$ cat config.mk
export PLATFORM = sky130hd
export DESIGN_NAME = delayed_linear_ramp_generator_core
export DESIGN_NICKNAME = d
export VERILOG_FILES = /design/src/hdl/drlg_pkg.sv /design/src/hdl/drlg_front.sv /design/src/hdl/drlg_queue.sv /design/src/hdl/drlg_muldiv.sv /design/src/hdl/drlg_back.sv /design/src/hdl/delayed_linear_ramp_generator_core.sv
export SDC_FILE = /design/constraint.sdc
export NUM_CORES = 2
export LEC_CHECK = 0
export BUFFER_PORTS_ARGS = -buffer_cell sky130_fd_sc_hd__buf_2
export CAP_MARGIN = 10
export CORE_AREA = 2 2 379 381
export DETAILED_ROUTE_END_ITERATION = 16
export DIE_AREA = 0 0 381 383
export PLACE_DENSITY = 0.72
export SYNTH_ARGS = -nofsm -noshare
export SYNTH_HDL_FRONTEND = slang
export SYNTH_HIERARCHICAL = 1
export SYNTH_SLANG_ARGS = --single-unit
export TNS_END_PERCENT = 50
$ cat constraint.sdc
create_clock -name aclk -period 17.5 [get_ports aclk]
set_input_delay 1.75 -clock aclk [delete_from_list [all_inputs] [get_ports aclk]]
set_output_delay 1.75 -clock aclk [all_outputs]
set_load 0.05 [all_outputs]
$ cat src/hdl/drlg_pkg.sv
// Shared types and constants of the delayed linear ramp generator.
package drlg_pkg;

    localparam int TIME_BITS   = 32;
    localparam int VALUE_W     = 32;
    localparam int DELAY_W     = 24;
    localparam int LIMIT_W     = 32;
    localparam int QUEUE_DEPTH = 2;

    localparam logic [1:0] STYLE_ANY     = 2'd0;
    localparam logic [1:0] STYLE_RISING  = 2'd1;
    localparam logic [1:0] STYLE_FALLING = 2'd2;

    localparam logic [1:0] MODE_PLAIN   = 2'd0;
    localparam logic [1:0] MODE_KEEP    = 2'd1;
    localparam logic [1:0] MODE_STRETCH = 2'd2;

    localparam logic [1:0] CFG_DELAY_MODE         = 2'd0;
    localparam logic [1:0] CFG_STRETCH_FRACTION   = 2'd1;
    localparam logic [1:0] CFG_MAX_DELAY_MULTIPLE = 2'd2;

    localparam logic [1:0] DELAY_MODE_RESET         = MODE_STRETCH;
    localparam logic [7:0] STRETCH_FRACTION_RESET   = 8'd85;
    localparam logic [7:0] MAX_DELAY_MULTIPLE_RESET = 8'd4;

    typedef enum logic {
        OP_TICK     = 1'b0,
        OP_RETARGET = 1'b1
    } op_t;

    typedef struct packed {
        logic [1:0] delay_mode;
        logic [7:0] stretch_fraction;
        logic [7:0] max_delay_multiple;
    } cfg_t;

    typedef struct packed {
        op_t                       op;
        logic [TIME_BITS-1:0]      now;
        logic signed [VALUE_W-1:0] target;
        logic [TIME_BITS-1:0]      length;
        logic [1:0]                style;
        logic [TIME_BITS-1:0]      plain;
        logic [DELAY_W-1:0]        stretch;
        logic [LIMIT_W-1:0]        limit;
    } cmd_t;

endpackage

$ cat src/hdl/drlg_front.sv
// Front end: accepts input transactions and prepares retiming terms for the back end.
module drlg_front (
    input  logic                                aclk,
    input  logic                                aresetn,
    input  drlg_pkg::cfg_t                      cfg,
    input  logic                                s_valid,
    output logic                                s_ready,
    input  logic                                s_operation,
    input  logic [31:0]                         s_now_ms,
    input  logic signed [31:0]                  s_new_target,
    input  logic [31:0]                         s_ramp_length,
    input  logic [1:0]                          s_ramp_style,
    input  logic [23:0]                         s_start_delay,
    output logic                                push_valid,
    input  logic                                push_ready,
    output drlg_pkg::cmd_t                      push_cmd
);

    logic                                 f_valid_reg;
    drlg_pkg::op_t                        op_reg;
    logic [drlg_pkg::TIME_BITS-1:0]       now_reg;
    logic signed [drlg_pkg::VALUE_W-1:0]  target_reg;
    logic [drlg_pkg::TIME_BITS-1:0]       length_reg;
    logic [1:0]                           style_reg;
    logic [drlg_pkg::DELAY_W-1:0]         delay_reg;

    logic [31:0] plain_sum;
    logic [31:0] stretch_prod;
    logic [31:0] limit_prod;

    assign s_ready    = !f_valid_reg || push_ready;
    assign push_valid = f_valid_reg;

    always_ff @(posedge aclk) begin
        if (!aresetn) begin
            f_valid_reg <= 1'b0;
        end else if (s_ready) begin
            f_valid_reg <= s_valid;
        end
        if (s_valid && s_ready) begin
            op_reg     <= drlg_pkg::op_t'(s_operation);
            now_reg    <= s_now_ms[drlg_pkg::TIME_BITS-1:0];
            target_reg <= s_new_target;
            length_reg <= s_ramp_length[drlg_pkg::TIME_BITS-1:0];
            style_reg  <= s_ramp_style;
            delay_reg  <= s_start_delay;
        end
    end

    always_comb begin
        plain_sum    = 32'(delay_reg) + 32'(now_reg);
        stretch_prod = 32'(delay_reg) * 32'(cfg.stretch_fraction);
        limit_prod   = 32'(delay_reg) * 32'(cfg.max_delay_multiple);

        push_cmd.op      = op_reg;
        push_cmd.now     = now_reg;
        push_cmd.target  = target_reg;
        push_cmd.length  = length_reg;
        push_cmd.style   = style_reg;
        push_cmd.plain   = plain_sum[drlg_pkg::TIME_BITS-1:0];
        push_cmd.stretch = stretch_prod[31:8];
        push_cmd.limit   = limit_prod;
    end

endmodule

$ cat src/hdl/drlg_queue.sv
// Short command queue between the front end and the back end.
module drlg_queue (
    input  logic           aclk,
    input  logic           aresetn,
    input  logic           push_valid,
    output logic           push_ready,
    input  drlg_pkg::cmd_t push_cmd,
    output logic           pop_valid,
    input  logic           pop_ready,
    output drlg_pkg::cmd_t pop_cmd
);

    localparam int PTR_W = $clog2(drlg_pkg::QUEUE_DEPTH);
    localparam int CNT_W = $clog2(drlg_pkg::QUEUE_DEPTH + 1);

    drlg_pkg::cmd_t   mem_reg [drlg_pkg::QUEUE_DEPTH];
    logic [PTR_W-1:0] wr_ptr_reg;
    logic [PTR_W-1:0] rd_ptr_reg;
    logic [CNT_W-1:0] count_reg;
    logic             push_fire;
    logic             pop_fire;

    assign push_ready = count_reg != CNT_W'(drlg_pkg::QUEUE_DEPTH);
    assign pop_valid  = count_reg != '0;
    assign pop_cmd    = mem_reg[rd_ptr_reg];
    assign push_fire  = push_valid && push_ready;
    assign pop_fire   = pop_valid && pop_ready;

    always_ff @(posedge aclk) begin
        if (!aresetn) begin
            wr_ptr_reg <= '0;
            rd_ptr_reg <= '0;
            count_reg  <= '0;
        end else begin
            if (push_fire) begin
                if (wr_ptr_reg == PTR_W'(drlg_pkg::QUEUE_DEPTH - 1)) begin
                    wr_ptr_reg <= '0;
                end else begin
                    wr_ptr_reg <= wr_ptr_reg + 1'b1;
                end
            end
            if (pop_fire) begin
                if (rd_ptr_reg == PTR_W'(drlg_pkg::QUEUE_DEPTH - 1)) begin
                    rd_ptr_reg <= '0;
                end else begin
                    rd_ptr_reg <= rd_ptr_reg + 1'b1;
                end
            end
            if (push_fire && !pop_fire) begin
                count_reg <= count_reg + 1'b1;
            end else if (pop_fire && !push_fire) begin
                count_reg <= count_reg - 1'b1;
            end
        end
        if (push_fire) begin
            mem_reg[wr_ptr_reg] <= push_cmd;
        end
    end

endmodule

$ cat src/hdl/drlg_muldiv.sv
// Serial unit that forms floor(mag * elapsed / length) one multiplier bit per cycle.
module drlg_muldiv (
    input  logic                           aclk,
    input  logic                           aresetn,
    input  logic                           start,
    input  logic [drlg_pkg::VALUE_W-1:0]   mag,
    input  logic [drlg_pkg::TIME_BITS-1:0] elapsed,
    input  logic [drlg_pkg::TIME_BITS-1:0] length,
    output logic                           done,
    output logic [drlg_pkg::VALUE_W-1:0]   quot
);

    localparam int VW    = drlg_pkg::VALUE_W;
    localparam int TW    = drlg_pkg::TIME_BITS;
    localparam int CNT_W = $clog2(VW);

    logic             busy_reg;
    logic             done_reg;
    logic [CNT_W-1:0] cnt_reg;
    logic [VW-1:0]    mag_reg;
    logic [VW-1:0]    q_reg;
    logic [TW-1:0]    r_reg;
    logic [TW-1:0]    e_reg;
    logic [TW-1:0]    l_reg;

    logic [TW+1:0] t_sum;
    logic [TW+1:0] l_one;
    logic [TW+1:0] l_two;
    logic [TW+1:0] t_rem;
    logic [1:0]    digit;
    logic [TW-1:0] r_next;
    logic [VW-1:0] q_next;

    assign done = done_reg;
    assign quot = q_reg;

    always_comb begin
        l_one = (TW+2)'(l_reg);
        l_two = (TW+2)'({l_reg, 1'b0});
        t_sum = (TW+2)'({r_reg, 1'b0}) + (mag_reg[VW-1] ? (TW+2)'(e_reg) : '0);
        if (t_sum >= l_two) begin
            t_rem = t_sum - l_two;
            digit = 2'd2;
        end else if (t_sum >= l_one) begin
            t_rem = t_sum - l_one;
            digit = 2'd1;
        end else begin
            t_rem = t_sum;
            digit = 2'd0;
        end
        r_next = t_rem[TW-1:0];
        q_next = {q_reg[VW-2:0], 1'b0} + VW'(digit);
    end

    always_ff @(posedge aclk) begin
        if (!aresetn) begin
            busy_reg <= 1'b0;
            done_reg <= 1'b0;
            cnt_reg  <= '0;
        end else begin
            done_reg <= busy_reg && !start && (cnt_reg == CNT_W'(VW - 1));
            if (start) begin
                busy_reg <= 1'b1;
                cnt_reg  <= '0;
            end else if (busy_reg) begin
                cnt_reg <= cnt_reg + 1'b1;
                if (cnt_reg == CNT_W'(VW - 1)) begin
                    busy_reg <= 1'b0;
                end
            end
        end
        if (start) begin
            mag_reg <= mag;
            e_reg   <= elapsed;
            l_reg   <= length;
            q_reg   <= '0;
            r_reg   <= '0;
        end else if (busy_reg) begin
            mag_reg <= {mag_reg[VW-2:0], 1'b0};
            q_reg   <= q_next;
            r_reg   <= r_next;
        end
    end

endmodule

$ cat src/hdl/drlg_back.sv
// Back end: ramp state, retiming of retargets, tick evaluation and the result register.
module drlg_back (
    input  logic                       aclk,
    input  logic                       aresetn,
    input  drlg_pkg::cfg_t             cfg,
    input  logic                       pop_valid,
    output logic                       pop_ready,
    input  drlg_pkg::cmd_t             pop_cmd,
    output logic                       m_valid,
    input  logic                       m_ready,
    output logic signed [31:0]         m_current_value,
    output logic                       m_ramp_done
);

    localparam int VW = drlg_pkg::VALUE_W;
    localparam int TW = drlg_pkg::TIME_BITS;

    typedef enum logic [3:0] {
        ST_IDLE,
        ST_RT_BEGIN,
        ST_RT_CLAMP,
        ST_RT_FINISH,
        ST_TK_CHECK,
        ST_TK_SPAN,
        ST_TK_START,
        ST_TK_DIV,
        ST_OUT
    } state_t;

    state_t                state_reg;
    drlg_pkg::cmd_t        cmd_reg;
    logic signed [VW-1:0]  out_value_reg;
    logic signed [VW-1:0]  from_value_reg;
    logic signed [VW-1:0]  goal_value_reg;
    logic [TW-1:0]         begin_time_reg;
    logic [TW-1:0]         finish_time_reg;
    logic [1:0]            style_reg;
    logic                  finished_reg;
    logic [TW-1:0]         len_reg;
    logic [TW-1:0]         el_reg;
    logic [VW-1:0]         mag_reg;
    logic                  neg_reg;
    logic                  m_valid_reg;
    logic signed [VW-1:0]  m_value_reg;
    logic                  m_done_reg;

    logic                  rising;
    logic                  change;
    logic                  begin_past;
    logic [31:0]           stretch_sum;
    logic [31:0]           clamp_sum;
    logic [TW-1:0]         pending;
    logic                  wrong_dir;
    logic                  md_start;
    logic                  md_done;
    logic [VW-1:0]         md_quot;

    assign pop_ready       = state_reg == ST_IDLE;
    assign m_valid         = m_valid_reg;
    assign m_current_value = m_value_reg;
    assign m_ramp_done     = m_done_reg;
    assign md_start        = (state_reg == ST_TK_START) && (len_reg != '0);

    always_comb begin
        rising      = $signed(cmd_reg.target) > goal_value_reg;
        change      = (style_reg != cmd_reg.style) ||
                      (rising == (cmd_reg.style != drlg_pkg::STYLE_FALLING));
        begin_past  = begin_time_reg < cmd_reg.now;
        stretch_sum = 32'(begin_time_reg) + 32'(cmd_reg.stretch);
        clamp_sum   = cmd_reg.limit + 32'(cmd_reg.now);
        pending     = begin_time_reg - cmd_reg.now;
        wrong_dir   = (goal_value_reg < from_value_reg &&
                       style_reg == drlg_pkg::STYLE_RISING) ||
                      (goal_value_reg > from_value_reg &&
                       style_reg == drlg_pkg::STYLE_FALLING);
    end

    drlg_muldiv u_muldiv (
        .aclk    (aclk),
        .aresetn (aresetn),
        .start   (md_start),
        .mag     (mag_reg),
        .elapsed (el_reg),
        .length  (len_reg),
        .done    (md_done),
        .quot    (md_quot)
    );

    always_ff @(posedge aclk) begin
        if (!aresetn) begin
            state_reg       <= ST_IDLE;
            m_valid_reg     <= 1'b0;
            out_value_reg   <= '0;
            from_value_reg  <= '0;
            goal_value_reg  <= '0;
            begin_time_reg  <= '0;
            finish_time_reg <= '1;
            style_reg       <= drlg_pkg::STYLE_ANY;
            finished_reg    <= 1'b0;
        end else begin
            if (m_valid_reg && m_ready && state_reg != ST_OUT) begin
                m_valid_reg <= 1'b0;
            end
            case (state_reg)
                ST_IDLE: begin
                    if (pop_valid) begin
                        cmd_reg <= pop_cmd;
                        if (pop_cmd.op == drlg_pkg::OP_RETARGET) begin
                            state_reg <= ST_RT_BEGIN;
                        end else begin
                            state_reg <= ST_TK_CHECK;
                        end
                    end
                end
                ST_RT_BEGIN: begin
                    case (cfg.delay_mode)
                        drlg_pkg::MODE_KEEP: begin
                            if (finished_reg) begin
                                begin_time_reg <= cmd_reg.plain;
                            end else if (begin_past) begin
                                begin_time_reg <= cmd_reg.now;
                            end
                            state_reg <= ST_RT_FINISH;
                        end
                        drlg_pkg::MODE_STRETCH: begin
                            if (finished_reg) begin
                                begin_time_reg <= cmd_reg.plain;
                                state_reg      <= ST_RT_FINISH;
                            end else begin
                                if (change) begin
                                    begin_time_reg <= stretch_sum[TW-1:0];
                                end else if (begin_past) begin
                                    begin_time_reg <= cmd_reg.now;
                                end
                                state_reg <= ST_RT_CLAMP;
                            end
                        end
                        default: begin
                            begin_time_reg <= cmd_reg.plain;
                            state_reg      <= ST_RT_FINISH;
                        end
                    endcase
                end
                ST_RT_CLAMP: begin
                    if (32'(pending) > cmd_reg.limit) begin
                        begin_time_reg <= clamp_sum[TW-1:0];
                    end
                    state_reg <= ST_RT_FINISH;
                end
                ST_RT_FINISH: begin
                    goal_value_reg  <= $signed(cmd_reg.target);
                    finish_time_reg <= begin_time_reg + cmd_reg.length;
                    style_reg       <= cmd_reg.style;
                    from_value_reg  <= out_value_reg;
                    finished_reg    <= 1'b0;
                    state_reg       <= ST_OUT;
                end
                ST_TK_CHECK: begin
                    if (finished_reg) begin
                        out_value_reg <= goal_value_reg;
                        state_reg     <= ST_OUT;
                    end else if (wrong_dir) begin
                        finished_reg  <= 1'b1;
                        out_value_reg <= goal_value_reg;
                        state_reg     <= ST_OUT;
                    end else if (cmd_reg.now < begin_time_reg) begin
                        state_reg <= ST_OUT;
                    end else if (cmd_reg.now > finish_time_reg) begin
                        out_value_reg  <= goal_value_reg;
                        from_value_reg <= goal_value_reg;
                        finished_reg   <= 1'b1;
                        state_reg      <= ST_OUT;
                    end else begin
                        state_reg <= ST_TK_SPAN;
                    end
                end
                ST_TK_SPAN: begin
                    len_reg <= finish_time_reg - begin_time_reg;
                    el_reg  <= cmd_reg.now - begin_time_reg;
                    neg_reg <= goal_value_reg < from_value_reg;
                    if (goal_value_reg < from_value_reg) begin
                        mag_reg <= from_value_reg - goal_value_reg;
                    end else begin
                        mag_reg <= goal_value_reg - from_value_reg;
                    end
                    state_reg <= ST_TK_START;
                end
                ST_TK_START: begin
                    if (len_reg == '0) begin
                        out_value_reg  <= goal_value_reg;
                        from_value_reg <= goal_value_reg;
                        finished_reg   <= 1'b1;
                        state_reg      <= ST_OUT;
                    end else begin
                        state_reg <= ST_TK_DIV;
                    end
                end
                ST_TK_DIV: begin
                    if (md_done) begin
                        if (neg_reg) begin
                            out_value_reg <= from_value_reg - $signed(md_quot);
                        end else begin
                            out_value_reg <= from_value_reg + $signed(md_quot);
                        end
                        state_reg <= ST_OUT;
                    end
                end
                ST_OUT: begin
                    if (!m_valid_reg || m_ready) begin
                        m_valid_reg <= 1'b1;
                        m_value_reg <= out_value_reg;
                        m_done_reg  <= finished_reg;
                        state_reg   <= ST_IDLE;
                    end
                end
                default: begin
                    state_reg <= ST_IDLE;
                end
            endcase
        end
    end

endmodule

$ cat src/hdl/delayed_linear_ramp_generator_core.sv
// Top level of the delayed linear ramp generator with its configuration registers.
// An interpolating tick spends most of its time in the 32-step serial multiply-divide;
// retargets and ticks that do not interpolate skip it.
// The back end handles one transaction at a time, and a two-entry queue buffers the
// front end.
// Reset is synchronous and active low; it restores the register defaults and clears the ramp.
module delayed_linear_ramp_generator_core (
    input  logic               aclk,
    input  logic               aresetn,
    input  logic               cfg_valid,
    output logic               cfg_ready,
    input  logic [1:0]         cfg_index,
    input  logic [7:0]         cfg_data,
    input  logic               s_valid,
    output logic               s_ready,
    input  logic               s_operation,
    input  logic [31:0]        s_now_ms,
    input  logic signed [31:0] s_new_target,
    input  logic [31:0]        s_ramp_length,
    input  logic [1:0]         s_ramp_style,
    input  logic [23:0]        s_start_delay,
    output logic               m_valid,
    input  logic               m_ready,
    output logic signed [31:0] m_current_value,
    output logic               m_ramp_done
);

    drlg_pkg::cfg_t cfg_reg;
    logic           push_valid;
    logic           push_ready;
    drlg_pkg::cmd_t push_cmd;
    logic           pop_valid;
    logic           pop_ready;
    drlg_pkg::cmd_t pop_cmd;

    assign cfg_ready = 1'b1;

    always_ff @(posedge aclk) begin
        if (!aresetn) begin
            cfg_reg.delay_mode         <= drlg_pkg::DELAY_MODE_RESET;
            cfg_reg.stretch_fraction   <= drlg_pkg::STRETCH_FRACTION_RESET;
            cfg_reg.max_delay_multiple <= drlg_pkg::MAX_DELAY_MULTIPLE_RESET;
        end else if (cfg_valid && cfg_ready) begin
            case (cfg_index)
                drlg_pkg::CFG_DELAY_MODE: begin
                    cfg_reg.delay_mode <= cfg_data[1:0];
                end
                drlg_pkg::CFG_STRETCH_FRACTION: begin
                    cfg_reg.stretch_fraction <= cfg_data;
                end
                drlg_pkg::CFG_MAX_DELAY_MULTIPLE: begin
                    cfg_reg.max_delay_multiple <= cfg_data;
                end
                default: begin
                end
            endcase
        end
    end

    drlg_front u_front (
        .aclk          (aclk),
        .aresetn       (aresetn),
        .cfg           (cfg_reg),
        .s_valid       (s_valid),
        .s_ready       (s_ready),
        .s_operation   (s_operation),
        .s_now_ms      (s_now_ms),
        .s_new_target  (s_new_target),
        .s_ramp_length (s_ramp_length),
        .s_ramp_style  (s_ramp_style),
        .s_start_delay (s_start_delay),
        .push_valid    (push_valid),
        .push_ready    (push_ready),
        .push_cmd      (push_cmd)
    );

    drlg_queue u_queue (
        .aclk       (aclk),
        .aresetn    (aresetn),
        .push_valid (push_valid),
        .push_ready (push_ready),
        .push_cmd   (push_cmd),
        .pop_valid  (pop_valid),
        .pop_ready  (pop_ready),
        .pop_cmd    (pop_cmd)
    );

    drlg_back u_back (
        .aclk            (aclk),
        .aresetn         (aresetn),
        .cfg             (cfg_reg),
        .pop_valid       (pop_valid),
        .pop_ready       (pop_ready),
        .pop_cmd         (pop_cmd),
        .m_valid         (m_valid),
        .m_ready         (m_ready),
        .m_current_value (m_current_value),
        .m_ramp_done     (m_ramp_done)
    );

endmodule

==> flow_summary.toml <==
[outcome]
status = "completed"

[yosys]
synthTopCellsByArea = "edfxtp_1, ha_1, fa_1"
synthCells = 7577
synth_top_area_share_pct = 34.51
synth_ff_type = "edfxtp_1"
synth-edff-count = 909
async_reset_ff_share_pct = 0
syn_avg_cell_area_sq_um = 10.44
netlist.top_cell.by_area = "edfxtp_1"
ys_ff_latch = 1172
ys_seq_area_share_pct = 41.17
synth_nets = 8590
yosysWarnings = 6
syn_area_sq_mm = 0.07910
yosysUniqueCellTypes = 114

[global_route]
grt_pass1_vias = 57760
grt_max_degree = 137
grt_pass1_wl_um = 346700
antenna_found_initial = 4
grt_overflow_total = 0
grt_usage_pct = 30.93

[sta]
hold_viol_final = 0
grt_setup_unrepaired = "no"
finalSetupViolations = 0
slew_headroom_pct = 21.67
period_needed_ps = 7626
setup-tns-final_ps = 0
final_max_slew_viol_count = 0
finalClockSkew_ps = 52.88
period_share_pct = 43.58
fmax_mhz = 131.1
tightestPinTransition_ps = 1175

[power_and_ir_drop]
power_density_mw_per_mm2 = 162.3
vdd_ir_drop_max_v = 0.0001608
p_leak_nw = 35.07

[floorplan]
coreArea_sq_mm = 0.1423
start_util_pct = 55.60
ios = 174
fp-row-count = 139
dieHeight_um = 383
die_area_sq_mm = 0.1459
die_w_um = 381

[routing]
final_antenna_net_count = 0
first_pass_iters = 6
vias = 58540
wl_um = 227900
wl_per_cell_um = 23.64
via_per_inst = 6.074
drc = 0
drtIter0Drc = 4894

[place]
hpwl_um = 174700
place_congestion = 1.000
place_area_sq_mm = 0.08146
port_buffers = 172

[clocking]
cts_tree = "built"
cts_inserted_buffers = 130
cts_resized = 0
ctsHoldBuffers = 0
clock_path_buffers = 3
clock_latency_ps = 790
root_buffer = "clkbuf_16"
ctsHtreeMaxLevel = 4
cts.clk_slew.worst_paths_ps = 60
postCtsSetupBuffers = 0
cts_sinks = 1172

[final_layout]
nFillCells = 11820
nets = 8645
area_delta_synth_final_pct = 8.579
layout_common_cells = "edfxtp_1, nand2_1, ha_1"
utilization_pct = 60.37
largest_register_ffs = 374
fin_area_sq_mm = 0.08588
final_layout_size_suffix_gt1_share_pct = 9.961
final_common_cell = "edfxtp_1"

[critical_path]
slowest_stage = "edfxtp_1"
critPathLaunchType = "flip-flop"
cp_data_required_time_ps = 18190
worstPathMaxFanout = 33
cp_data_arrival_time_ps = 8310
criticalPathCategory = "flip-flop to flip-flop"
max_stage_delay_ps = 690
crit_path_frequent_cell = "ha_1"
crit_path_end_kind = "flip-flop"

[min_path]
hold_path.class = "flip-flop to flip-flop"

[flow_run]
max-cap-violations = 0
[power breakdown]
part	total [mW]	switching, mW	internal, mW
Clock	2.78	1.20	1.58
Sequential	4.18	0.495	3.69
Combinational	6.97	4.21	2.76
[cells in the mapped netlist (all sizes together) (81+ instances only)]
cell / n
fa: 276
dfxtp: 263
and2: 367
o211ai: 81
inv: 601
edfxtp: 909
nor3: 85
nand3: 119
xor2: 145
ha: 599
clkbuf: 224
a211oi: 113
mux2: 229
a21o: 206
o21ai: 382
nand2: 646
a21oi: 528
xnor2: 279
nand4: 81
nor2: 414
[worst paths after layout]
path / end / slack, ps / start / cells past startpoint
hold reg to reg: u_back/u_muldiv/e_reg[10]$_DFFE_PP_ / 420 / u_back/el_reg[10]$_DFFE_PP_ / 0
setup / recovery: u_back/u_muldiv/quot[31]$_SDFFE_PP0P_ / 9870 / u_back/u_muldiv/mag_reg[31]$_DFFE_PP_ / 29
hold / removal: u_back/u_muldiv/e_reg[10]$_DFFE_PP_ / 420 / u_back/el_reg[10]$_DFFE_PP_ / 0
setup reg to reg: u_back/u_muldiv/quot[31]$_SDFFE_PP0P_ / 9870 / u_back/u_muldiv/mag_reg[31]$_DFFE_PP_ / 29
[cell families after synthesis]
| logic type | share of synthesized area [%] |
|---|---|
| AO/OA/AOI/OAI | 15.59 |
| buffers and inverters | 4.651 |
| flip-flops | 41.17 |
| XOR/XNOR | 4.695 |
| AND/OR/NAND/NOR | 12.74 |
| multiplexers | 4.692 |
| adder cells (fa/ha/maj) | 16.46 |
| other | 0.004741 |
[per-stage QoR]
step                      setup slack (ps)  power, mW  hold slack, ps  std cells
final                                 9874      13.93           417.0       9637
after global routing                  9248      14.79           431.9       9637
after CTS                             9892      13.88           417.4       9633
after detailed placement              9885      11.05           404.5       9403
after global placement                9843      10.98           404.4       9403
after floorplan                      10380      9.159           400.3       7577
[layer usage]
layer	wire [um]	track usage (%)	up-vias
met4	12560	15.40	0
met1	92960	39.24	28600
li1	-	-	27340
met2	109200	52.03	2102
met5	0	0	-
met3	13180	4.223	490
[worst max-delay path, delay by kind of cell (launching register included)]
| kind | cells | cell delay, ps |
|---|---|---|
| and+or+nand+nor | 7 | 1900 |
| DFF | 1 | 690 |
| xor gates and xnor gates | 2 | 520 |
| AOI/OAI and AO/OA | 13 | 2640 |
| adders and majority gates | 5 | 1630 |
| buffers and inverters | 2 | 190 |
[cell type report]
cell class                      count  area [sq um]  share of cell area (%)
Antenna cell                        4         10.01                 0.01166
Clock buffer                      163          3437                   4.002
Clock inverter                     67         972.2                   1.132
Inverter                          602          2275                   2.649
Multi-Input combinational cell   5499         42940                   50.00
Sequential cell                  1172         32570                   37.92
Tap cell                         1903          2381                   2.772
Timing Repair Buffer              227          1301                   1.515
No activity file was read; power rests on OpenSTA's default activity.
